<file path="config.mk">
export PLATFORM = sky130hd
export DESIGN_NAME = rpsr_point
export DESIGN_NICKNAME = d
export VERILOG_FILES = /design/src/hdl/rpsr_pkg.sv /design/src/hdl/rpsr_point.sv
export SDC_FILE = /design/constraint.sdc
export NUM_CORES = 1
export LEC_CHECK = 0
export BUFFER_PORTS_ARGS = -buffer_cell sky130_fd_sc_hd__buf_2
export CORE_MARGIN = 2
export CORE_UTILIZATION = 45
export DETAILED_ROUTE_END_ITERATION = 8
export PLACE_DENSITY = 0.71
export RECOVER_POWER = 100
export SKIP_LAST_GASP = 1
export SYNTH_ARGS = -nofsm -noshare
export SYNTH_HDL_FRONTEND = slang
export SYNTH_SLANG_ARGS = --single-unit
export TNS_END_PERCENT = 1
</file>
<file path="constraint.sdc">
create_clock -name clk -period 14.35 [get_ports clk]
set_input_delay 2.87 -clock clk [delete_from_list [all_inputs] [get_ports clk]]
set_output_delay 2.87 -clock clk [all_outputs]
set_load 0.03 [all_outputs]
</file>
<file path="src/hdl/rpsr_pkg.sv">
// rpsr_pkg: shared widths, register indexes, constants and stage payload types
// for the rotated point splat renderer. No dependencies; every other file uses it.
`default_nettype none

package rpsr_pkg;

  // default coordinate width of the pixel grid
  localparam int COORD_BITS_DEF = 20;

  // field widths
  localparam int SHEET_W   = 28;
  localparam int TRIG_W    = 16;
  localparam int TRIG_FRAC = 14;
  localparam int VOL_W     = 16;
  localparam int CHAN_W    = 8;
  localparam int PIX_W     = 21;
  localparam int BOX_W     = 20;
  localparam int CFG_IDX_W = 3;
  localparam int CFG_DAT_W = 28;

  // transform arithmetic
  localparam int PROD_W    = SHEET_W + TRIG_W;
  localparam int SUM_W     = PROD_W + 2;
  localparam int FRAC_BITS = 22;
  localparam int RND_W     = SUM_W - FRAC_BITS + 1;
  localparam int EXT_W     = 64;

  // configuration register indexes
  localparam logic [CFG_IDX_W-1:0] REG_RENDER_PASS = 3'd0;
  localparam logic [CFG_IDX_W-1:0] REG_MASK_ONLY   = 3'd1;
  localparam logic [CFG_IDX_W-1:0] REG_OFFSET_X    = 3'd2;
  localparam logic [CFG_IDX_W-1:0] REG_OFFSET_Y    = 3'd3;
  localparam logic [CFG_IDX_W-1:0] REG_COS_Q       = 3'd4;
  localparam logic [CFG_IDX_W-1:0] REG_SIN_Q       = 3'd5;

  localparam logic signed [TRIG_W-1:0] COS_RESET = 16'sd16384;

  // plane bands: a coordinate is split into (coord >> 3) and the low 3 bits,
  // so coord % 200 < 8 means (coord >> 3) % 25 == 0, and % 600 means % 75
  localparam int BAND_SHIFT     = 3;
  localparam int BAND_W         = VOL_W - BAND_SHIFT;
  localparam int RECIP75_SHIFT  = 19;
  localparam int Q75_W          = 7;
  localparam int MOD_W          = 7;
  localparam logic [BAND_W-1:0] RECIP75  = 13'd6991;
  localparam logic [BAND_W-1:0] BAND_MOD = 13'd75;
  // residues of (coord >> 3) % 75 that lie on a 200 band
  localparam logic [MOD_W-1:0] PHASE_RED   = 7'd0;
  localparam logic [MOD_W-1:0] PHASE_MID   = 7'd25;
  localparam logic [MOD_W-1:0] PHASE_GREEN = 7'd50;

  localparam logic [VOL_W-1:0] GLOW_LO = 16'd5000;
  localparam logic [VOL_W-1:0] GLOW_HI = 16'd5008;

  localparam int TINT_W = 7;
  localparam logic [TINT_W-1:0] TINT_STRONG = 7'd64;
  localparam logic [TINT_W-1:0] TINT_WEAK   = 7'd32;
  localparam logic [CHAN_W-1:0] CHAN_MAX    = 8'd255;

  // 3x3 neighbourhood walk
  localparam int NB_W = 2;
  localparam logic [NB_W-1:0] NB_LAST = 2'd2;

  typedef struct packed {
    logic                      render_pass;
    logic                      mask_only;
    logic signed [SHEET_W-1:0] offset_x;
    logic signed [SHEET_W-1:0] offset_y;
    logic signed [TRIG_W-1:0]  cos_q;
    logic signed [TRIG_W-1:0]  sin_q;
  } cfg_t;

  typedef struct packed {
    logic [CHAN_W-1:0] red;
    logic [CHAN_W-1:0] green;
    logic [CHAN_W-1:0] blue;
  } rgb_t;

  typedef struct packed {
    logic signed [PROD_W-1:0] xc;
    logic signed [PROD_W-1:0] ys;
    logic signed [PROD_W-1:0] yc;
    logic signed [PROD_W-1:0] xs;
    rgb_t                     scaled;
    logic [BAND_W-1:0]        z_band;
    logic [BAND_W-1:0]        x_band;
    logic [Q75_W-1:0]         z_q75;
    logic [Q75_W-1:0]         x_q75;
    logic                     z_glow;
  } prod_t;

  // saturate a sign-extended value to a signed range of the given width
  function automatic logic signed [EXT_W-1:0] sat_ext(input logic signed [EXT_W-1:0] v,
                                                      input int bits);
    logic signed [EXT_W-1:0] hi;
    logic signed [EXT_W-1:0] lo;
    hi = (EXT_W'(1) <<< (bits - 1)) - EXT_W'(1);
    lo = -hi - EXT_W'(1);
    if (v > hi) begin
      return hi;
    end else if (v < lo) begin
      return lo;
    end
    return v;
  endfunction

endpackage

`default_nettype wire

</file>
<file path="src/hdl/rpsr_point.sv">
// rpsr_point: sums the rotation products, rounds and saturates the pixel position,
// and finishes the colour with plane tints and clamping. Uses rpsr_pkg.
`default_nettype none

module rpsr_point #(
  parameter int COORD_BITS = rpsr_pkg::COORD_BITS_DEF
) (
  input  logic                         clk,
  input  logic                         rst,
  input  rpsr_pkg::cfg_t               cfg,
  input  logic                         prod_valid,
  output logic                         prod_ready,
  input  rpsr_pkg::prod_t              prod,
  output logic                         pt_valid,
  input  logic                         pt_ready,
  output logic signed [COORD_BITS-1:0] pt_x,
  output logic signed [COORD_BITS-1:0] pt_y,
  output rpsr_pkg::rgb_t               pt_rgb
);

  localparam int SUM_W = rpsr_pkg::SUM_W;
  localparam int RND_W = rpsr_pkg::RND_W;
  localparam int EXT_W = rpsr_pkg::EXT_W;
  localparam int ACC_W = rpsr_pkg::CHAN_W + 2;

  logic                        advance;
  logic signed [SUM_W-1:0]     s_sum;
  logic signed [SUM_W-1:0]     t_sum;
  logic [rpsr_pkg::BAND_W-1:0] z_mod_full;
  logic [rpsr_pkg::BAND_W-1:0] x_mod_full;
  logic [rpsr_pkg::MOD_W-1:0]  z_mod;
  logic [rpsr_pkg::MOD_W-1:0]  x_mod;
  logic                        z_band_hit;
  logic                        x_band_hit;
  logic [rpsr_pkg::TINT_W-1:0] add_r;
  logic [rpsr_pkg::TINT_W-1:0] add_g;
  logic [rpsr_pkg::TINT_W-1:0] add_b;
  rpsr_pkg::rgb_t              rgb_next;

  // round half up for positive, toward zero for negative, then saturate
  function automatic logic signed [COORD_BITS-1:0] round_sat(input logic signed [SUM_W-1:0] v);
    logic signed [RND_W-1:0] whole;
    logic                    bump;
    logic signed [RND_W-1:0] r;
    logic signed [EXT_W-1:0] e;
    whole = RND_W'(v >>> rpsr_pkg::FRAC_BITS);
    bump  = v[SUM_W-1] ? (|v[rpsr_pkg::FRAC_BITS-1:0]) : v[rpsr_pkg::FRAC_BITS-1];
    r     = whole + RND_W'(bump);
    e     = rpsr_pkg::sat_ext(EXT_W'(r), COORD_BITS);
    return e[COORD_BITS-1:0];
  endfunction

  function automatic logic [rpsr_pkg::CHAN_W-1:0] tint(input logic [rpsr_pkg::CHAN_W-1:0] base,
                                                       input logic [rpsr_pkg::TINT_W-1:0] add,
                                                       input logic                      dark);
    logic signed [ACC_W-1:0] acc;
    acc = signed'(ACC_W'(base)) + signed'(ACC_W'(add))
        - (dark ? signed'(ACC_W'(rpsr_pkg::TINT_STRONG)) : signed'(ACC_W'(0)));
    if (acc < 0) begin
      return '0;
    end else if (acc > signed'(ACC_W'(rpsr_pkg::CHAN_MAX))) begin
      return rpsr_pkg::CHAN_MAX;
    end
    return acc[rpsr_pkg::CHAN_W-1:0];
  endfunction

  assign prod_ready = !pt_valid || pt_ready;
  assign advance    = prod_valid && prod_ready;

  assign s_sum = SUM_W'(prod.xc) + SUM_W'(prod.ys)
               + (SUM_W'(cfg.offset_x) <<< rpsr_pkg::TRIG_FRAC);
  assign t_sum = SUM_W'(prod.yc) - SUM_W'(prod.xs)
               + (SUM_W'(cfg.offset_y) <<< rpsr_pkg::TRIG_FRAC);

  // remainder of (coord >> 3) by 75 from the registered quotient
  assign z_mod_full = prod.z_band - rpsr_pkg::BAND_W'(prod.z_q75) * rpsr_pkg::BAND_MOD;
  assign x_mod_full = prod.x_band - rpsr_pkg::BAND_W'(prod.x_q75) * rpsr_pkg::BAND_MOD;
  assign z_mod = z_mod_full[rpsr_pkg::MOD_W-1:0];
  assign x_mod = x_mod_full[rpsr_pkg::MOD_W-1:0];

  assign z_band_hit = (z_mod == rpsr_pkg::PHASE_RED) || (z_mod == rpsr_pkg::PHASE_MID) ||
                      (z_mod == rpsr_pkg::PHASE_GREEN);
  assign x_band_hit = (x_mod == rpsr_pkg::PHASE_RED) || (x_mod == rpsr_pkg::PHASE_MID) ||
                      (x_mod == rpsr_pkg::PHASE_GREEN);

  always_comb begin
    add_r = '0;
    add_g = '0;
    add_b = '0;
    if (prod.z_glow) begin
      add_r = rpsr_pkg::TINT_STRONG;
      add_g = rpsr_pkg::TINT_STRONG;
      add_b = rpsr_pkg::TINT_STRONG;
    end else if (z_band_hit) begin
      add_r = (z_mod == rpsr_pkg::PHASE_RED) ? rpsr_pkg::TINT_STRONG : rpsr_pkg::TINT_WEAK;
      add_g = (z_mod == rpsr_pkg::PHASE_GREEN) ? rpsr_pkg::TINT_STRONG : rpsr_pkg::TINT_WEAK;
      add_b = rpsr_pkg::TINT_STRONG;
    end
    if (cfg.mask_only) begin
      rgb_next.red   = rpsr_pkg::CHAN_MAX;
      rgb_next.green = rpsr_pkg::CHAN_MAX;
      rgb_next.blue  = rpsr_pkg::CHAN_MAX;
    end else begin
      rgb_next.red   = tint(prod.scaled.red, add_r, x_band_hit);
      rgb_next.green = tint(prod.scaled.green, add_g, x_band_hit);
      rgb_next.blue  = tint(prod.scaled.blue, add_b, x_band_hit);
    end
  end

  always_ff @(posedge clk) begin
    if (rst) begin
      pt_valid <= 1'b0;
    end else if (advance) begin
      pt_valid <= 1'b1;
    end else if (pt_ready) begin
      pt_valid <= 1'b0;
    end
  end

  always_ff @(posedge clk) begin
    if (advance) begin
      pt_x   <= round_sat(s_sum);
      pt_y   <= round_sat(t_sum);
      pt_rgb <= rgb_next;
    end
  end

endmodule

`default_nettype wire

</file>
==> flow_summary.ini, run 1 <==
[placement]
port_buffers = 355
gp_congestion = 0.970
dp_hpwl_um = 34100
place_ws_ps = 5080

[floorplan]
start_util_pct = 45.8
dieArea_um2 = 32600
floorplan.rows = 64
io_pins = 401
die_w_um = 181
die_height_um = 181
coreArea_um2 = 30700

[detailed_routing]
wl_per_cell_um = 15.8
wirelength_um = 39200
dr.first_iter.drc_count = 846
viasPerCell = 5.52
antenna_left = 0
dr.pass1.iters = 5
drc_errors = 0
num_vias = 13700

[global_routing]
grt_pass1_wl_um = 64600
antenna_found_initial = 9
overflow = 0
grt_max_degree = 65
grt_pass1_vias = 13200
grtUsageTotal_pct = 23.8

[logic_synthesis]
ys_types = 92
synth_top_area_share_pct = 16.7
ys.flop_type = edfxtp_1
synth_area_leaders = ha_1 (17%), edfxtp_1 (14%), fa_1 (11%), inv_1 (6.6%), xnor2_1 (5.7%)
syn_area_um2 = 14000
synth_top_cell_by_area = ha_1
syn_avg_cell_area_um2 = 8.03
post-synth-top-count-cell = inv_1
yosysWarnings = 0
ys_ff_latch = 65
syn_nets = 2348
synth-seq-area-share_pct = 13.8
synth-edff-count = 64
synthArstFlopShare_pct = 0
ys_top_cells_by_count = inv_1 (246), ha_1 (187), nand2_1 (140)
synthCells = 1747

[cts]
path_clk_slew_ps = 50
cts-buffers-inserted = 9
htreeDepth = 3
cts_root_buf = clkbuf_16
hold_buffers = 0
clkLatencyLatePin_ps = 340
cts_sinks = 65
clockBufferDepth = 2
ctsResizeCount = 0
cts_tree = done
postCtsSetupRepairBufs = 0

[power_and_ir_drop]
combPwrFrac_pct = 72.3
clkPwrFrac_pct = 11.9
p_switching_mw = 0.900
vdd_ir_drop_max_mv = 0.0495
powerDensity_nw_per_um2 = 109
netSwitchingFraction_pct = 50.8
p_leak_nw = 7.53
p_int_mw = 0.873
seq_power_share_pct = 15.9

[sta]
max-slew-margin-rel_pct = -143
skew_ps = 11.6
rsz0062_at_grt = no
setup_viol = 0
final-max-slew-violation-count = 85
fin_ws_ps = 4820
post-route-period-util_pct = 66.4
clock.fmax_mhz = 105
fin_setup_tns_ps = 0
finalHoldViolCount = 0
period_minus_slack_ps = 9530
tightest_slew_ps = 3640

[worst_setup_path]
r2r-start = pt_valid$_SDFFE_PP0P_
worstPathMaxFanout = 19
r2r_setup_slack_ps = 10720
crit_arrival_ps = 9480
start_kind = input pin
required_ps = 14300
r2r_cells = 3
worstSetupPathType = input pin to register
cp-startpoint = cfg[60]
critPathCaptureType = register
reg2reg_to = pt_rgb[21]$_SDFFCE_PP1P_

[finish]
area_delta_synth_final_pct = 15.8
multi_input_area_um2 = 10900
finalNetCount = 2667
fillerInstances = 3027
layout-drive-gt1-share_pct = 16.9
seq_area_um2 = 1940

[status]
violations = capacitance limit, slew limit
status = complete, but fails checks

[min_path]
hold_path.class = register to register
hold_depth = 2
hp-start = pt_valid$_SDFFE_PP0P_
min_to = pt_valid$_SDFFE_PP0P_

[flow_run]
maxCapViolations = 2
placed cells by master, fill, tap and decap left out, types with 15 or more instances in the layout:
cell type  count
a21o_1        41
a21oi_1      120
a31oi_1       18
buf_2        287
clkbuf_1      69
edfxtp_1      64
fa_1          79
ha_1         187
inv_1        246
nand2_1      140
nand2b_1      25
nand3_1       47
nand4_1       35
nor2_1        94
nor3_1        42
o211ai_1      19
o21a_1        18
o21ai_0      114
o21bai_1      21
o311ai_0      15
xnor2_1       92
xor2_1        44
sequential cells by signal, indices dropped and copies added (netlist names):
register and flops:
pt_rgb 24, pt_x 20, pt_y 20, pt_valid 1
power groups by stage:
stage | registers, mW | clock network (mW) | logic, mW
2_1_floorplan | 0.358 | 0 | 0.904
3_3_place_gp | 0.283 | 0 | 1.28
3_5_place_dp | 0.283 | 0 | 1.30
4_1_cts | 0.279 | 0.215 | 1.31
5_1_grt | 0.286 | 0.221 | 1.43
6_report | 0.281 | 0.210 | 1.28
worst max path at each step:
stage and endpoint:
6_report pt_x[9]$_DFFE_PP_, 5_1_grt pt_x[9]$_DFFE_PP_, 4_1_cts pt_x[9]$_DFFE_PP_, 3_5_place_dp pt_x[9]$_DFFE_PP_, 3_3_place_gp pt_x[9]$_DFFE_PP_, 2_1_floorplan pt_x[2]$_DFFE_PP_
kinds of logic (layout without fill, tap and decap cells):
group,count (synthesis),after routing,share of synthesized area (%)
other,0,7,0
adders and majority gates,266,266,27.9
buffers and inverters,295,619,8.19
AOI/OAI and AO/OA,472,472,22.1
and+or+nand+nor,507,507,19.0
muxes,6,6,0.428
DFF,65,65,13.8
xor gates and xnor gates,136,136,8.49
layer usage:
metal,global-route usage (%),vias to the layer above,share of wire (%)
met5,0,-,0.054
met3,3.21,71,5.3
met2,40.5,399,47
met1,31.1,6326,45
met4,7.90,4,3.1
li1,-,6851,-
area by class of cell:
type,instances,share of cell area (%)
multi-input cells,1387,67.0
flip-flops and latches,65,12.0
repair buffers,357,10.5
inverters,246,5.68
well taps,396,3.05
clock buffers,10,1.47
clock inverters,6,0.262
diodes,7,0.108
critical path, cell delays in order:
cell and delay (ps):
buf_2 80, inv_1 40, fa_1 570, inv_1 50
ha_1 410, a21o_1 220, a21o_1 180, a21oi_1 290
o21bai_1 210, o31ai_1 430, o21ai_0 310, a41oi_1 450
a22o_1 340, a21o_1 160, ha_1 150, and4b_1 280
nand4bb_1 190, or2_2 380, nand3_1 120, nor3_1 50
o21ai_0 1220, o311ai_0 460
per-stage QoR:
stage	util [%]	hold slack, ps	area [um2]	power, mW	instances
3_3_place_gp	52.5	487	16100	1.56	2451
5_1_grt	53.0	572	16200	1.93	2473
2_1_floorplan	-	860	14000	1.26	1747
4_1_cts	53.4	516	16400	1.80	2467
6_report	53.0	523	16200	1.77	2474
3_5_place_dp	52.5	507	16100	1.58	2451
Power figures use the tool's default switching activity.
==> run 2, diff against run 1 <==
==> constraint.sdc (replaced) <==
create_clock -name clk -period 9.8 [get_ports clk]
set_input_delay 1.96 -clock clk [delete_from_list [all_inputs] [get_ports clk]]
set_output_delay 1.96 -clock clk [all_outputs]
set_load 0.03 [all_outputs]
==> run 2 against run 1 <==
The flow still finishes with violations (capacitance limit, slew limit). Cell area rose by 0.38%. Critical path depth fell by 1. Sequential share of layout area barely moved. Flip-flop and latch count did not move. Hold slack got worse by 6.9 ps. First-iteration DRC count fell by 4.1%. Global-route usage fell by 0.071 points. Die area did not move. Combinational power rose by 47%. Via count rose by 0.70%. Sequential power rose by 47%. Register-to-register slack got worse by 4500 ps. Largest power group unchanged. Highest routed layer unchanged.
==> flow_summary.ini, run 2 (synthesis results as in run 1) <==
[status]
status = complete, but fails checks
violations = capacitance limit, slew limit

[finish]
layout-drive-gt1-share_pct = 16.9
finalNetCount = 2667
area_delta_synth_final_pct = 16.2
regMostFlops = pt_rgb
design_area_um2 = 16300
final_cells = 2473
layout_commonest_cell = buf_2
finish.utilization_pct = 53.2
largestRegisters = pt_rgb x24, pt_x x20, pt_y x20
largest_register_ffs = 24
mostFrequentLayoutCells = buf_2 (288), inv_1 (246), ha_1 (187), nand2_1 (140), a21oi_1 (121)

[worst_setup_path]
worstPathCellList = buf_2, ha_1, ha_1, fa_1, a21oi_1, o221ai_1, a21oi_1, nor3_1, o31ai_1, o21ai_0, a41oi_1, a22o_1, a21o_1, ha_1, and4b_1, nand4bb_1, or2_2, nand3_1, nor3_1, o21ai_1, o311ai_0
worstPathMaxFanout = 19
critPathTopFamily = compound AO/OA/AOI/OAI gates
cp_slowest_stage_delay_ps = 830
start_kind = input pin
worstSetupPathType = input pin to register
r2r_setup_slack_ps = 6200
required_ps = 9800
crit_top_cell = ha_1
cpMaxStageDelayCell = o21ai_1
r2r-start = pt_valid$_SDFFE_PP0P_
cp-startpoint = prod[154]
crit_arrival_ps = 8220
critPathCaptureType = register
critPathBufInv = 1

[sta]
tightest_slew_ps = 3620
finalHoldViolCount = 0
post-route-period-util_pct = 83.9
hold_ws_ps = 516
skew_ps = 10.1
rsz0062_at_grt = no
fin_ws_ps = 1580
setup_viol = 0
fin_setup_tns_ps = 0
clock.fmax_mhz = 122
period_minus_slack_ps = 8220
max-slew-margin-rel_pct = -141
final-max-slew-violation-count = 65

[global_routing]
antenna_found_initial = 8
grtUsageTotal_pct = 23.7
grt_pass1_wl_um = 63900
overflow = 0
grt_max_degree = 65
grt_pass1_vias = 13100

[detailed_routing]
wl_per_cell_um = 15.8
dr.pass1.iters = 5
antenna_left = 0
wirelength_um = 39200
drc_errors = 0
num_vias = 13700
viasPerCell = 5.56
dr.first_iter.drc_count = 811

[placement]
dp_hpwl_um = 34000
place_ws_ps = 1540
dpl.cell_count = 2451
port_buffers = 355
placed_cell_area_um2 = 16100
gp_congestion = 0.952

[power_and_ir_drop]
vdd_ir_drop_max_mv = 0.100
powerDensity_nw_per_um2 = 163
finalPower_mw = 2.66
p_switching_mw = 1.32
p_int_mw = 1.34
seq_power_share_pct = 15.5
combPwrFrac_pct = 70.7
netSwitchingFraction_pct = 49.7
clkPwrFrac_pct = 13.7
p_leak_nw = 7.56

[cts]
clkLatencyLatePin_ps = 350
cts-buffers-inserted = 9
path_clk_slew_ps = 50
hold_buffers = 0
cts_tree = done
htreeDepth = 3
cts_root_buf = clkbuf_16
cts_sinks = 65
clockBufferDepth = 2
ctsResizeCount = 0
postCtsSetupRepairBufs = 0

[floorplan]
coreArea_um2 = 30700
die_w_um = 181
die_height_um = 181
dieArea_um2 = 32600
io_pins = 401
floorplan.rows = 64
start_util_pct = 45.8

[min_path]
hold_path.class = register to register
hp-start = pt_valid$_SDFFE_PP0P_

[flow_run]
maxCapViolations = 1
[run 2: changes by cell type in the layout (fill, tap and decap cells not counted), sizes merged]
cell	before	now
buf	288	289
clkbuf	79	80
clkinv	3	1
inv	247	246
clkinvlp	2	1
diode	7	6
bufinv	0	2
[run 2: worst register-to-register path: cells and delay by family, from the launching register on]
kind                   cells  cell delay (ps)
DFF                        1              310
and+or+nand+nor            2              240
buffers and inverters      1             2530
[run 2: worst paths after layout]
path                                   to  cells past startpoint
setup / recovery       pt_x[17]$_DFFE_PP_                     21
hold / removal      pt_valid$_SDFFE_PP0P_                      2
setup reg to reg  pt_rgb[6]$_SDFFCE_PP1P_                      3
hold reg to reg     pt_valid$_SDFFE_PP0P_                      2
[run 2: layout make-up]
cell class / instances / area [um2]
flip-flops and latches: 65 / 1940
well taps: 396 / 495
inverters: 246 / 923
clock inverters: 4 / 76.3
fillers: 3010 / 14400
diodes: 6 / 15.0
clock buffers: 12 / 256
multi-input cells: 1387 / 10900
repair buffers: 357 / 1700
[run 2: power by group through the flow]
stage / registers (mW) / logic, mW / clock network (mW)
CTS: 0.410 / 1.91 / 0.372
global placement: 0.414 / 1.87 / 0
global route: 0.419 / 2.09 / 0.382
floorplan: 0.525 / 1.32 / 0
finish: 0.413 / 1.88 / 0.365
detailed placement: 0.416 / 1.90 / 0
[run 2: metal layers]
layer	vias up	part of all wire (%)	track usage, %
met2	452	47	40.7
li1	6846	-	-
met5	-	0.061	0
met1	6378	44	30.5
met3	67	6.1	3.76
met4	4	2.7	7.52
