### config.mk
export PLATFORM = sky130hd
export DESIGN_NAME = rpsr_emit
export DESIGN_NICKNAME = d
export VERILOG_FILES = /design/src/hdl/rpsr_pkg.sv /design/src/hdl/rpsr_emit.sv
export SDC_FILE = /design/constraint.sdc
export NUM_CORES = 1
export LEC_CHECK = 0
export BUFFER_PORTS_ARGS = -buffer_cell sky130_fd_sc_hd__buf_2
export CORE_MARGIN = 2
export CORE_UTILIZATION = 44
export DETAILED_ROUTE_END_ITERATION = 10
export GPL_TIMING_DRIVEN = 0
export PLACE_DENSITY_LB_ADDON = 0.12
export SETUP_SLACK_MARGIN = 0.3
export SYNTH_ARGS = -nofsm -noshare
export SYNTH_HDL_FRONTEND = slang
export SYNTH_SLANG_ARGS = --single-unit
### constraint.sdc
create_clock -name clk -period 15.75 [get_ports clk]
set_input_delay 1.575 -clock clk [delete_from_list [all_inputs] [get_ports clk]]
set_output_delay 1.575 -clock clk [all_outputs]
set_load 0.01 [all_outputs]
### src/hdl/rpsr_pkg.sv
// rpsr_pkg: shared widths, register indexes, constants and stage payload types
// for the rotated point splat renderer. No dependencies; every other file uses it.
`default_nettype none

package rpsr_pkg;

  // default coordinate width of the pixel grid
  localparam int COORD_BITS_DEF = 20;

  // field widths
  localparam int SHEET_W   = 28;
  localparam int TRIG_W    = 16;
  localparam int TRIG_FRAC = 14;
  localparam int VOL_W     = 16;
  localparam int CHAN_W    = 8;
  localparam int PIX_W     = 21;
  localparam int BOX_W     = 20;
  localparam int CFG_IDX_W = 3;
  localparam int CFG_DAT_W = 28;

  // transform arithmetic
  localparam int PROD_W    = SHEET_W + TRIG_W;
  localparam int SUM_W     = PROD_W + 2;
  localparam int FRAC_BITS = 22;
  localparam int RND_W     = SUM_W - FRAC_BITS + 1;
  localparam int EXT_W     = 64;

  // configuration register indexes
  localparam logic [CFG_IDX_W-1:0] REG_RENDER_PASS = 3'd0;
  localparam logic [CFG_IDX_W-1:0] REG_MASK_ONLY   = 3'd1;
  localparam logic [CFG_IDX_W-1:0] REG_OFFSET_X    = 3'd2;
  localparam logic [CFG_IDX_W-1:0] REG_OFFSET_Y    = 3'd3;
  localparam logic [CFG_IDX_W-1:0] REG_COS_Q       = 3'd4;
  localparam logic [CFG_IDX_W-1:0] REG_SIN_Q       = 3'd5;

  localparam logic signed [TRIG_W-1:0] COS_RESET = 16'sd16384;

  // plane bands: a coordinate is split into (coord >> 3) and the low 3 bits,
  // so coord % 200 < 8 means (coord >> 3) % 25 == 0, and % 600 means % 75
  localparam int BAND_SHIFT     = 3;
  localparam int BAND_W         = VOL_W - BAND_SHIFT;
  localparam int RECIP75_SHIFT  = 19;
  localparam int Q75_W          = 7;
  localparam int MOD_W          = 7;
  localparam logic [BAND_W-1:0] RECIP75  = 13'd6991;
  localparam logic [BAND_W-1:0] BAND_MOD = 13'd75;
  // residues of (coord >> 3) % 75 that lie on a 200 band
  localparam logic [MOD_W-1:0] PHASE_RED   = 7'd0;
  localparam logic [MOD_W-1:0] PHASE_MID   = 7'd25;
  localparam logic [MOD_W-1:0] PHASE_GREEN = 7'd50;

  localparam logic [VOL_W-1:0] GLOW_LO = 16'd5000;
  localparam logic [VOL_W-1:0] GLOW_HI = 16'd5008;

  localparam int TINT_W = 7;
  localparam logic [TINT_W-1:0] TINT_STRONG = 7'd64;
  localparam logic [TINT_W-1:0] TINT_WEAK   = 7'd32;
  localparam logic [CHAN_W-1:0] CHAN_MAX    = 8'd255;

  // 3x3 neighbourhood walk
  localparam int NB_W = 2;
  localparam logic [NB_W-1:0] NB_LAST = 2'd2;

  typedef struct packed {
    logic                      render_pass;
    logic                      mask_only;
    logic signed [SHEET_W-1:0] offset_x;
    logic signed [SHEET_W-1:0] offset_y;
    logic signed [TRIG_W-1:0]  cos_q;
    logic signed [TRIG_W-1:0]  sin_q;
  } cfg_t;

  typedef struct packed {
    logic [CHAN_W-1:0] red;
    logic [CHAN_W-1:0] green;
    logic [CHAN_W-1:0] blue;
  } rgb_t;

  typedef struct packed {
    logic signed [PROD_W-1:0] xc;
    logic signed [PROD_W-1:0] ys;
    logic signed [PROD_W-1:0] yc;
    logic signed [PROD_W-1:0] xs;
    rgb_t                     scaled;
    logic [BAND_W-1:0]        z_band;
    logic [BAND_W-1:0]        x_band;
    logic [Q75_W-1:0]         z_q75;
    logic [Q75_W-1:0]         x_q75;
    logic                     z_glow;
  } prod_t;

  // saturate a sign-extended value to a signed range of the given width
  function automatic logic signed [EXT_W-1:0] sat_ext(input logic signed [EXT_W-1:0] v,
                                                      input int bits);
    logic signed [EXT_W-1:0] hi;
    logic signed [EXT_W-1:0] lo;
    hi = (EXT_W'(1) <<< (bits - 1)) - EXT_W'(1);
    lo = -hi - EXT_W'(1);
    if (v > hi) begin
      return hi;
    end else if (v < lo) begin
      return lo;
    end
    return v;
  endfunction

endpackage

`default_nettype wire

### src/hdl/rpsr_emit.sv
// rpsr_emit: bounding box state, 3x3 neighbourhood walk and the result register.
// Tracks the box or emits one pixel per cycle while out_ready allows. Uses rpsr_pkg.
`default_nettype none

module rpsr_emit #(
  parameter int COORD_BITS = rpsr_pkg::COORD_BITS_DEF
) (
  input  logic                              clk,
  input  logic                              rst,
  input  rpsr_pkg::cfg_t                    cfg,
  input  logic                              pt_valid,
  output logic                              pt_ready,
  input  logic signed [COORD_BITS-1:0]      pt_x,
  input  logic signed [COORD_BITS-1:0]      pt_y,
  input  rpsr_pkg::rgb_t                    pt_rgb,
  output logic                              out_valid,
  input  logic                              out_ready,
  output logic [rpsr_pkg::PIX_W-1:0]        pixel_col,
  output logic [rpsr_pkg::PIX_W-1:0]        pixel_row,
  output rpsr_pkg::rgb_t                    out_rgb,
  output logic                              outside_sheet,
  output logic                              last_of_point,
  output logic [rpsr_pkg::BOX_W-1:0]        box_min_x,
  output logic [rpsr_pkg::BOX_W-1:0]        box_min_y,
  output logic [rpsr_pkg::PIX_W-1:0]        sheet_width,
  output logic [rpsr_pkg::PIX_W-1:0]        sheet_height
);

  localparam int EXT_W = rpsr_pkg::EXT_W;
  localparam int CW    = COORD_BITS + 1;

  logic [rpsr_pkg::NB_W-1:0]    ci;
  logic [rpsr_pkg::NB_W-1:0]    cj;
  logic signed [COORD_BITS-1:0] lo_x;
  logic signed [COORD_BITS-1:0] hi_x;
  logic signed [COORD_BITS-1:0] lo_y;
  logic signed [COORD_BITS-1:0] hi_y;
  logic                         box_empty;

  logic                         load;
  logic                         last_nb;
  logic                         emit;
  logic                         track;
  logic signed [EXT_W-1:0]      dx;
  logic signed [EXT_W-1:0]      dy;
  logic signed [EXT_W-1:0]      d;
  logic signed [EXT_W-1:0]      nb_x_ext;
  logic signed [EXT_W-1:0]      nb_y_ext;
  logic signed [EXT_W-1:0]      hx_ext;
  logic signed [EXT_W-1:0]      lx_ext;
  logic signed [EXT_W-1:0]      hy_ext;
  logic signed [EXT_W-1:0]      ly_ext;
  logic signed [COORD_BITS-1:0] nb_x;
  logic signed [COORD_BITS-1:0] nb_y;
  logic signed [COORD_BITS-1:0] cand_hi_x;
  logic signed [COORD_BITS-1:0] cand_lo_x;
  logic signed [COORD_BITS-1:0] cand_hi_y;
  logic signed [COORD_BITS-1:0] cand_lo_y;
  logic signed [CW-1:0]         col;
  logic signed [CW-1:0]         row;
  logic [CW-1:0]                w;
  logic [CW-1:0]                h;
  logic                         outside;
  logic signed [EXT_W-1:0]      col_ext;
  logic signed [EXT_W-1:0]      row_ext;
  logic [EXT_W-1:0]             w_ext;
  logic [EXT_W-1:0]             h_ext;
  logic signed [EXT_W-1:0]      lo_x_ext;
  logic signed [EXT_W-1:0]      lo_y_ext;

  assign load    = !out_valid || out_ready;
  assign last_nb = !cfg.mask_only || ((ci == rpsr_pkg::NB_LAST) && (cj == rpsr_pkg::NB_LAST));
  assign emit    = pt_valid && cfg.render_pass && load;
  assign track   = pt_valid && !cfg.render_pass;
  assign pt_ready = cfg.render_pass ? (load && last_nb) : 1'b1;

  // neighbour offsets -1..1 in mask mode, none otherwise
  assign dx = cfg.mask_only ? (EXT_W'(ci) - EXT_W'(1)) : '0;
  assign dy = cfg.mask_only ? (EXT_W'(cj) - EXT_W'(1)) : '0;
  assign d  = cfg.mask_only ? EXT_W'(1) : '0;

  assign nb_x_ext = rpsr_pkg::sat_ext(EXT_W'(pt_x) + dx, COORD_BITS);
  assign nb_y_ext = rpsr_pkg::sat_ext(EXT_W'(pt_y) + dy, COORD_BITS);
  assign nb_x = nb_x_ext[COORD_BITS-1:0];
  assign nb_y = nb_y_ext[COORD_BITS-1:0];

  // box extremes of the whole neighbourhood
  assign hx_ext = rpsr_pkg::sat_ext(EXT_W'(pt_x) + d, COORD_BITS);
  assign lx_ext = rpsr_pkg::sat_ext(EXT_W'(pt_x) - d, COORD_BITS);
  assign hy_ext = rpsr_pkg::sat_ext(EXT_W'(pt_y) + d, COORD_BITS);
  assign ly_ext = rpsr_pkg::sat_ext(EXT_W'(pt_y) - d, COORD_BITS);
  assign cand_hi_x = hx_ext[COORD_BITS-1:0];
  assign cand_lo_x = lx_ext[COORD_BITS-1:0];
  assign cand_hi_y = hy_ext[COORD_BITS-1:0];
  assign cand_lo_y = ly_ext[COORD_BITS-1:0];

  assign col = CW'(nb_x) - CW'(lo_x);
  assign row = CW'(nb_y) - CW'(lo_y);
  assign w   = box_empty ? '0 : CW'(CW'(hi_x) - CW'(lo_x) + CW'(1));
  assign h   = box_empty ? '0 : CW'(CW'(hi_y) - CW'(lo_y) + CW'(1));
  assign outside = box_empty || col[CW-1] || row[CW-1] ||
                   ($unsigned(col) >= w) || ($unsigned(row) >= h);

  assign col_ext  = EXT_W'(col);
  assign row_ext  = EXT_W'(row);
  assign w_ext    = EXT_W'(w);
  assign h_ext    = EXT_W'(h);
  assign lo_x_ext = EXT_W'(lo_x);
  assign lo_y_ext = EXT_W'(lo_y);

  always_ff @(posedge clk) begin
    if (rst) begin
      ci <= '0;
      cj <= '0;
    end else if (emit) begin
      if (last_nb) begin
        ci <= '0;
        cj <= '0;
      end else if (cj == rpsr_pkg::NB_LAST) begin
        ci <= ci + rpsr_pkg::NB_W'(1);
        cj <= '0;
      end else begin
        cj <= cj + rpsr_pkg::NB_W'(1);
      end
    end
  end

  always_ff @(posedge clk) begin
    if (rst) begin
      lo_x      <= '0;
      hi_x      <= '0;
      lo_y      <= '0;
      hi_y      <= '0;
      box_empty <= 1'b1;
    end else if (track) begin
      if (box_empty || cand_hi_x > hi_x) begin
        hi_x <= cand_hi_x;
      end
      if (box_empty || cand_lo_x < lo_x) begin
        lo_x <= cand_lo_x;
      end
      if (box_empty || cand_hi_y > hi_y) begin
        hi_y <= cand_hi_y;
      end
      if (box_empty || cand_lo_y < lo_y) begin
        lo_y <= cand_lo_y;
      end
      box_empty <= 1'b0;
    end
  end

  always_ff @(posedge clk) begin
    if (rst) begin
      out_valid <= 1'b0;
    end else if (emit) begin
      out_valid <= 1'b1;
    end else if (out_ready) begin
      out_valid <= 1'b0;
    end
  end

  always_ff @(posedge clk) begin
    if (emit) begin
      pixel_col     <= col_ext[rpsr_pkg::PIX_W-1:0];
      pixel_row     <= row_ext[rpsr_pkg::PIX_W-1:0];
      out_rgb       <= pt_rgb;
      outside_sheet <= outside;
      last_of_point <= last_nb;
      box_min_x     <= lo_x_ext[rpsr_pkg::BOX_W-1:0];
      box_min_y     <= lo_y_ext[rpsr_pkg::BOX_W-1:0];
      sheet_width   <= w_ext[rpsr_pkg::PIX_W-1:0];
      sheet_height  <= h_ext[rpsr_pkg::PIX_W-1:0];
    end
  end

  a_single_pixel_is_last: assert property (@(posedge clk) disable iff (rst)
    out_valid && !last_of_point |-> cfg.mask_only)
    else $error("non-final pixel outside mask mode");

  a_box_ordered: assert property (@(posedge clk) disable iff (rst)
    !box_empty |-> (lo_x <= hi_x) && (lo_y <= hi_y))
    else $error("bounding box min above max");

  a_walk_idle: assert property (@(posedge clk) disable iff (rst)
    !pt_valid |-> (ci == '0) && (cj == '0))
    else $error("neighbour walk left mid-point");

  a_render_keeps_box: assert property (@(posedge clk) disable iff (rst)
    !$past(rst) && cfg.render_pass && $past(cfg.render_pass)
      |-> $stable(lo_x) && $stable(hi_x) && $stable(lo_y) && $stable(hi_y) &&
          $stable(box_empty))
    else $error("bounding box changed while rendering");

endmodule

`default_nettype wire

==> results of run 1 <==
cell families (layout without fill, tap and decap cells):
family          after synthesis  in the layout  synth area share [%]
xor+xnor                    170            170                  7.38
fa+ha+maj                   287            287                  18.0
flops                       236            236                  30.9
compound gates              517            517                  16.4
buf+inv                     275            532                  5.53
mux                          46             46                  2.30
simple gates                772            772                  19.5
cells in the mapped netlist (7+ instances only):
cell	count
a22o_1	7
ha_1	281
nand3_1	65
o31ai_1	8
buf_2	8
nor2b_1	29
a22oi_1	7
o22ai_1	8
nor4_1	30
dfxtp_1	86
nand2_1	131
inv_1	171
a21oi_1	143
a31oi_1	20
o211ai_1	16
a211oi_1	15
nand2b_1	48
or3_1	24
mux2i_1	44
clkbuf_1	74
and2_1	13
a311oi_1	15
o21a_1	30
buf_1	11
o21ai_0	141
or2_2	18
xor2_1	42
xnor2_1	128
or4_1	13
edfxtp_1	150
buf_6	7
a21o_1	37
nor2_1	176
nand4_1	58
and3_1	17
nor3_1	117
metrics by stage:
stage | utilization (%) | instance area [sq um] | cells | hold WS (ns) | setup WS, ns
2_1_floorplan | - | 20200 | 2303 | 0.408 | 6.76
3_3_place_gp | 48.5 | 22000 | 3111 | 0.447 | 4.23
3_5_place_dp | 48.6 | 22000 | 3112 | 0.446 | 4.17
4_1_cts | 50.5 | 22900 | 3160 | 0.460 | 4.70
5_1_grt | 50.5 | 22900 | 3160 | 0.476 | 3.86
6_report | 50.5 | 22900 | 3160 | 0.466 | 4.44
layer usage:
metal | vias up | global-route usage (%) | part of all wire (%)
li1 | 8911 | - | -
met3 | 79 | 3.38 | 6.6
met4 | 2 | 6.24 | 2.1
met2 | 623 | 39.3 | 41
met5 | - | 0 | 0.020
met1 | 8633 | 40.7 | 50
state kept, by name, indices dropped and copies added (netlist names), 20 cells and up:
signal	flops
sheet_width	21
pixel_row	21
hi_y	20
out_rgb	24
hi_x	20
box_min_x	20
lo_y	20
pixel_col	21
sheet_height	21
box_min_y	20
lo_x	20
worst paths after layout:
kind | start | end | slack (ns) | cells after the start
setup reg to reg | cj[0] | outside_sheet | 5.40 | 34
hold reg to reg | lo_x[8] | box_min_x[8] | 0.47 | 0
hold / removal | lo_x[8] | box_min_x[8] | 0.47 | 0
setup / recovery | cfg[88] | outside_sheet | 4.44 | 34
cell type report:
cell class	count	area, sq um
Fill cell	4376	22400
Multi-Input combinational cell	1792	12800
Sequential cell	236	6230
Timing Repair Buffer	209	1070
Tap cell	600	751
Clock buffer	31	679
Inverter	173	654
Buffer	102	465
Clock inverter	17	211
worst reg2reg max path: cells and delay by family, from the launching register on:
family / cells / cell delay [ns]
and+or+nand+nor: 12 / 2.97
adders and majority gates: 5 / 1.46
DFF: 1 / 0.38
AOI/OAI and AO/OA: 15 / 5.10
buffers and inverters: 2 / 0.19
report_power, final:
group          switching [W]  internal, W
sequential         0.0000253     0.000725
clock               0.000257     0.000376
combinational       0.000582     0.000376
total               0.000864      0.00148
==> metrics.md, run 1 <==
| Metric | Value |
|---|---|
| Status | finished, final reports clean |
| Ys Warns | 0 |
| CP max stage delay | 0.73 ns |
| Post-layout net count | 2,985 |
| Worst path slowest cell | a31oi_1 |
| Core area | 45,300 sq um |
| Max-Cap Viols | 0 |
| Yosys top cell by area | edfxtp_1 |
| Initial antenna violation count | 2 |
| Peak VDD IR | 72.5 uV |
| Vias | 18,200 |
| Vias per inst | 5.77 |
| Skew-Pair Late Insertion Delay | 0.56 ns |
| Fmax | 88.4 MHz |
| Leakage power | 9.20 nW |
| Arrival @ worst endpoint | 11.60 ns |
| Largest net degree at the start of global routing | 89 |
| Post-CTS Resized | 0 |
| Num ports | 310 |
| Clock tree sinks | 236 |
| DRT iter0 DRCs | 1,465 |
| CTS Buf Count | 26 |
| Number of global-route vias before repair | 17,100 |
| Post-synth EDFFs | 150 |
| First-pass GRT wire length | 98,900 um |
| DIE HEIGHT | 218 um |
| Diode count | 0 |
| Synth Flop Type | edfxtp_1 |
| Yosys top cell area share | 22.3% |
| Post-CTS setup buffer count | 0 |
| CP most frequent cell | ha_1 |
| Buf/Inv on CP | 3 |
| Drt first pass iters | 8 |
| DP Wirelength | 53,600 um |
| Global placement routability congestion | 0.978 |
| Remaining Overflow, GRT | 0 |
| Setup Crit Path Kind | input pin to flop |
| Final hold violations | 0 |
| Power Total | 0.00234 W |
| Post-Route Skew | 0.0196 ns |
| Layout cells sized above 1 | 12.3% |
| Hold buffers post-CTS | 0 |
| Syn_nets | 2,748 |
| Max clock buf depth | 3 |
| Die Area | 47,600 sq um |
| Total GRT Usage | 26.6% |
| Worst-Margin Slew | 1.22 ns |
| Gate count of the mapped netlist | 2,303 |
| Final Cycle Share | 71.8% |
| DRC viols | 0 |
| Area growth from synthesis to layout | 13.5% |
| WL/cell | 20.6 um |
| # H-tree levels | 1 |
| Clk root buf | clkbuf_16 |
| Cell family with most CP delay | compound AO/OA/AOI/OAI gates |
| Final WL | 65,100 um |
| Row count | 78 |
| Crit end category | flop |
| Most frequent cells in the layout | ha_1 (281), buf_2 (216), nor2_1 (176) |
| CP Max Fanout | 10 |
| Relative slew slack | 18.2% |
| Pwr/cell area | 102 nW/um^2 |
| Setup tns final | 0 ns |
| Die X | 218 um |
| CTS tree | yes |
| Most common cell after layout, fill and taps aside | ha_1 |
| Netlist cell types | 86 |
| Number of nets with antenna violations after routing | 0 |
| PortBufs | 208 |
| Startpoint types | input pin |
| Final Setup Violations | 0 |
| Synth area leaders | edfxtp_1 (22%), ha_1 (17%), dfxtp_1 (8.5%) |
| Tmin final | 11.31 ns |
| Count of state elements after synthesis | 236 |
| Worst-path clk slew | 0.06 ns |
| Initial Utilization | 44.5% |
| Cell Area, Synth | 20,200 sq um |
| Post-synthesis sequential area ratio | 30.9% |
| Max-slew violations | 0 |
| Tightest Hold Check Type | flop to flop |
| Mean Syn Cell Area | 8.76 sq um |
| Worst Path Required | 16.04 ns |
| Async set or reset register ratio after synthesis | 0% |
| RSZ-0062 raised after global routing | false |
Power figures use the tool's default switching activity.
==> run 2: changes to the inputs <==
ABC_AREA = 1   (was not set)
clock period = 9.3 ns   (was 15.75 ns; I/O delays follow)
==> metrics.md, run 2 <==
| Metric | Value |
|---|---|
| Synth area leaders | edfxtp_1 (22%), ha_1 (17%), nand2_1 (9.8%) |
| DRT iter0 DRCs | 1,139 (-22%) |
| Core area | 46,300 sq um (+2.2%) |
| PortBufs | 198 (-4.8%) |
| Area of the multi-input gates | 12,400 sq um (-3.0%) |
| Global placement routability congestion | 0.944 (-3.5%) |
| Arrival @ worst endpoint | 8.63 ns (-2.97 ns) |
| Async set or reset register ratio after synthesis | 0% (unchanged) |
| Max reg flops | 24 (unchanged) |
| Setup Crit Path Kind | input pin to flop |
| CTS tree | yes |
| Cell Area, Synth | 20,500 sq um (+1.7%) |
| Remaining Overflow, GRT | 0 (unchanged) |
| Setup tns final | 0 ns (unchanged) |
| Synth top cells by count | nand2_1 (537), inv_1 (383), nor2_1 (346) |
| Most common cell after layout, fill and taps aside | nand2_1 |
| Row count | 79 (+1.3%) |
| Yosys top cell by area | edfxtp_1 |
| Netlist cell types | 60 (-30%) |
| Startpoint types | input pin |
| Yosys top cell area share | 22.0% (-0.38 points) |
| WL/cell | 17.2 um (-16%) |
| Pre-CTS setup slack | 0.107 ns (-4.06 ns) |
| Post-synthesis sequential area ratio | 30.3% (-0.53 points) |
| Post-route cell area | 23,200 sq um (+1.4%) |
| Syn_nets | 3,198 (+16%) |
| Cell Area, Placed | 22,300 sq um (+1.4%) |
| Largest net degree at the start of global routing | 82 (-7.9%) |
| Worst-path clk slew | 0.07 ns (about the same) |
| CTS Buf Count | 27 (+3.8%) |
| Fmax | 120 MHz |
| Die Area | 48,400 sq um (+1.7%) |
| Post-synth EDFFs | 150 (unchanged) |
| CP Max Fanout | 10 (unchanged) |
| Max clock buf depth | 3 (unchanged) |
| Status | finished, final reports clean |
| Post-Layout Cell Count | 3,612 (+14%) |
| Leakage power | 10.9 nW (+18%) |
| Max-slew violations | 0 (unchanged) |
| DP Wirelength | 52,100 um (-2.8%) |
| Worst-Margin Slew | 0.992 ns (-0.227 ns) |
| Cell family with most CP delay | simple AND/OR/NAND/NOR gates |
| Reg2reg setup slack | 1.01 ns (-4.39 ns) |
| Worst path slowest cell | ha_1 |
| CP most frequent cell | nand2_1 |
| Buf/Inv on CP | 4 (+1) |
| Mean Syn Cell Area | 7.45 sq um (-15%) |
| Post-layout net count | 3,428 (+15%) |
| Fill cells | 4,631 (+5.8%) |
| Number of nets with antenna violations after routing | 0 (unchanged) |
| Most frequent cells in the layout | nand2_1 (537), inv_1 (382), nor2_1 (343) |
| Worst Path Required | 9.59 ns (-6.45 ns) |
| Vias | 18,700 (+2.4%) |
| Final WL | 62,100 um (-4.5%) |
| Crit end category | flop |
| Synth Flop Type | edfxtp_1 |
| Placed cell count | 3,559 (+14%) |
| Final hold violations | 0 (unchanged) |
| Relative slew slack | 33.4% (+15 points) |
| Initial Utilization | 44.3% (-0.18 points) |
| Pwr/cell area | 182 nW/um^2 (+78%) |
| Tightest Hold Check Type | flop to flop |
| Count of state elements after synthesis | 236 (unchanged) |
| Gate count of the mapped netlist | 2,753 (+20%) |
| Hold buffers post-CTS | 0 (unchanged) |
| Skew-Pair Late Insertion Delay | 0.56 ns (about the same) |
| Power Total | 0.00422 W (+80%) |
| Post-Route Skew | 0.0176 ns (-0.00195 ns) |
| # H-tree levels | 1 (unchanged) |
| CP max stage delay | 0.33 ns (-0.40 ns) |
| RSZ-0062 raised after global routing | false |
| Max-Cap Viols | 0 (unchanged) |
| Peak VDD IR | 130 uV (+80%) |
| Die X | 220 um (+0.85%) |
| Vias per inst | 5.17 (-10%) |
| Area growth from synthesis to layout | 13.1% |
| Tmin final | 8.34 ns |
| Num ports | 310 (unchanged) |
| DRC viols | 0 (unchanged) |
| Final worst setup slack | 0.962 ns (-3.48 ns) |
| Clk root buf | clkbuf_16 |
| Drt first pass iters | 5 (-3) |
| Layout cells sized above 1 | 11.3% (-0.98 points) |
| Clock tree sinks | 236 (unchanged) |
| Final Cycle Share | 89.7% |
| Most numerous cell in the Yosys netlist | nand2_1 |
| DIE HEIGHT | 220 um (+0.85%) |
| First-pass GRT wire length | 94,500 um (-4.4%) |
| Ys Warns | 0 (unchanged) |
| Top reg by flops | out_rgb |
| Number of global-route vias before repair | 17,400 (+1.4%) |
| FF+latch area | 6230 sq um (unchanged) |
| Initial antenna violation count | 5 (+3) |
| Final Setup Violations | 0 (unchanged) |
| Total GRT Usage | 25.2% (-1.4 points) |
run 2: cell types whose count changed after synthesis, sizes merged, moves of 37 or more:
cell	previous run	this run
nand2	131	545
inv	171	389
nor2	177	353
xnor2	128	23
a21oi	144	232
xor2	42	118
nor3	118	46
nand3	65	133
nand2b	48	0
mux2i	44	0
a21o	37	0
run 2: area by class of cell:
type                            instances  share of cell area [%]
Multi-Input combinational cell       2048                    53.6
Sequential cell                       236                    26.8
Tap cell                              607                    3.27
Timing Repair Buffer                  201                    4.45
Inverter                              391                    6.34
Antenna cell                            1                  0.0108
Clock buffer                           37                    3.12
Buffer                                 78                    1.74
Clock inverter                         13                   0.631
run 2: metrics by stage:
stage / util, % / hold slack [ns]
final: 50.2 / 0.455
after global routing: 50.2 / 0.455
after CTS: 50.1 / 0.454
after detailed placement: 48.2 / 0.428
after global placement: 48.1 / 0.437
after floorplan: - / 0.408
run 2: worst reg2reg max path, delay by kind of cell (launching register included):
kind                       cells  cell delay, ns
buffers and inverters          4            0.53
xor gates and xnor gates       1            0.33
adders and majority gates      4            1.08
and+or+nand+nor               25            3.51
DFF                            1            0.34
AOI/OAI and AO/OA             13            2.25
run 2: what timing repair did:
action,in CTS,in global routing
endpoints found under the setup margin,0,1
setup buffers,0,2
gates resized for setup,0,9
run 2: layer usage:
metal,wire length (um),global-route usage [%],part of all wire [%],up-vias
met5,41,0,0.066,-
met4,1440,6.58,2.3,6
met3,3540,3.13,5.7,80
met2,25900,38.0,42,453
met1,31300,37.7,50,8530
li1,-,-,-,9608
run 2: final timing paths:
| kind | from | to | cells past startpoint |
|---|---|---|---|
| hold reg to reg | lo_y[16] | box_min_y[16] | 0 |
| setup / recovery | cfg[88] | outside_sheet | 47 |
| setup reg to reg | ci[0] | outside_sheet | 47 |
| hold / removal | lo_y[16] | box_min_y[16] | 0 |
run 2: cells by family (layout without fill, tap and decap cells):
kind of cell | Yosys count | count (layout) | share of synthesized area (%)
flip-flops | 236 | 236 | 30.3
AO/OA/AOI/OAI | 453 | 453 | 12.6
other | 0 | 1 | 0
buffers and inverters | 469 | 720 | 9.12
adder cells (fa/ha/maj) | 287 | 287 | 17.7
AND/OR/NAND/NOR | 1167 | 1167 | 24.2
XOR/XNOR | 141 | 141 | 6.02
run 2: report_power, final:
part	leakage [nW]	internal (W)	switching, W
sequential	2.14	0.00124	0.0000472
clock	0.424	0.000627	0.000439
combinational	8.31	0.000668	0.00119
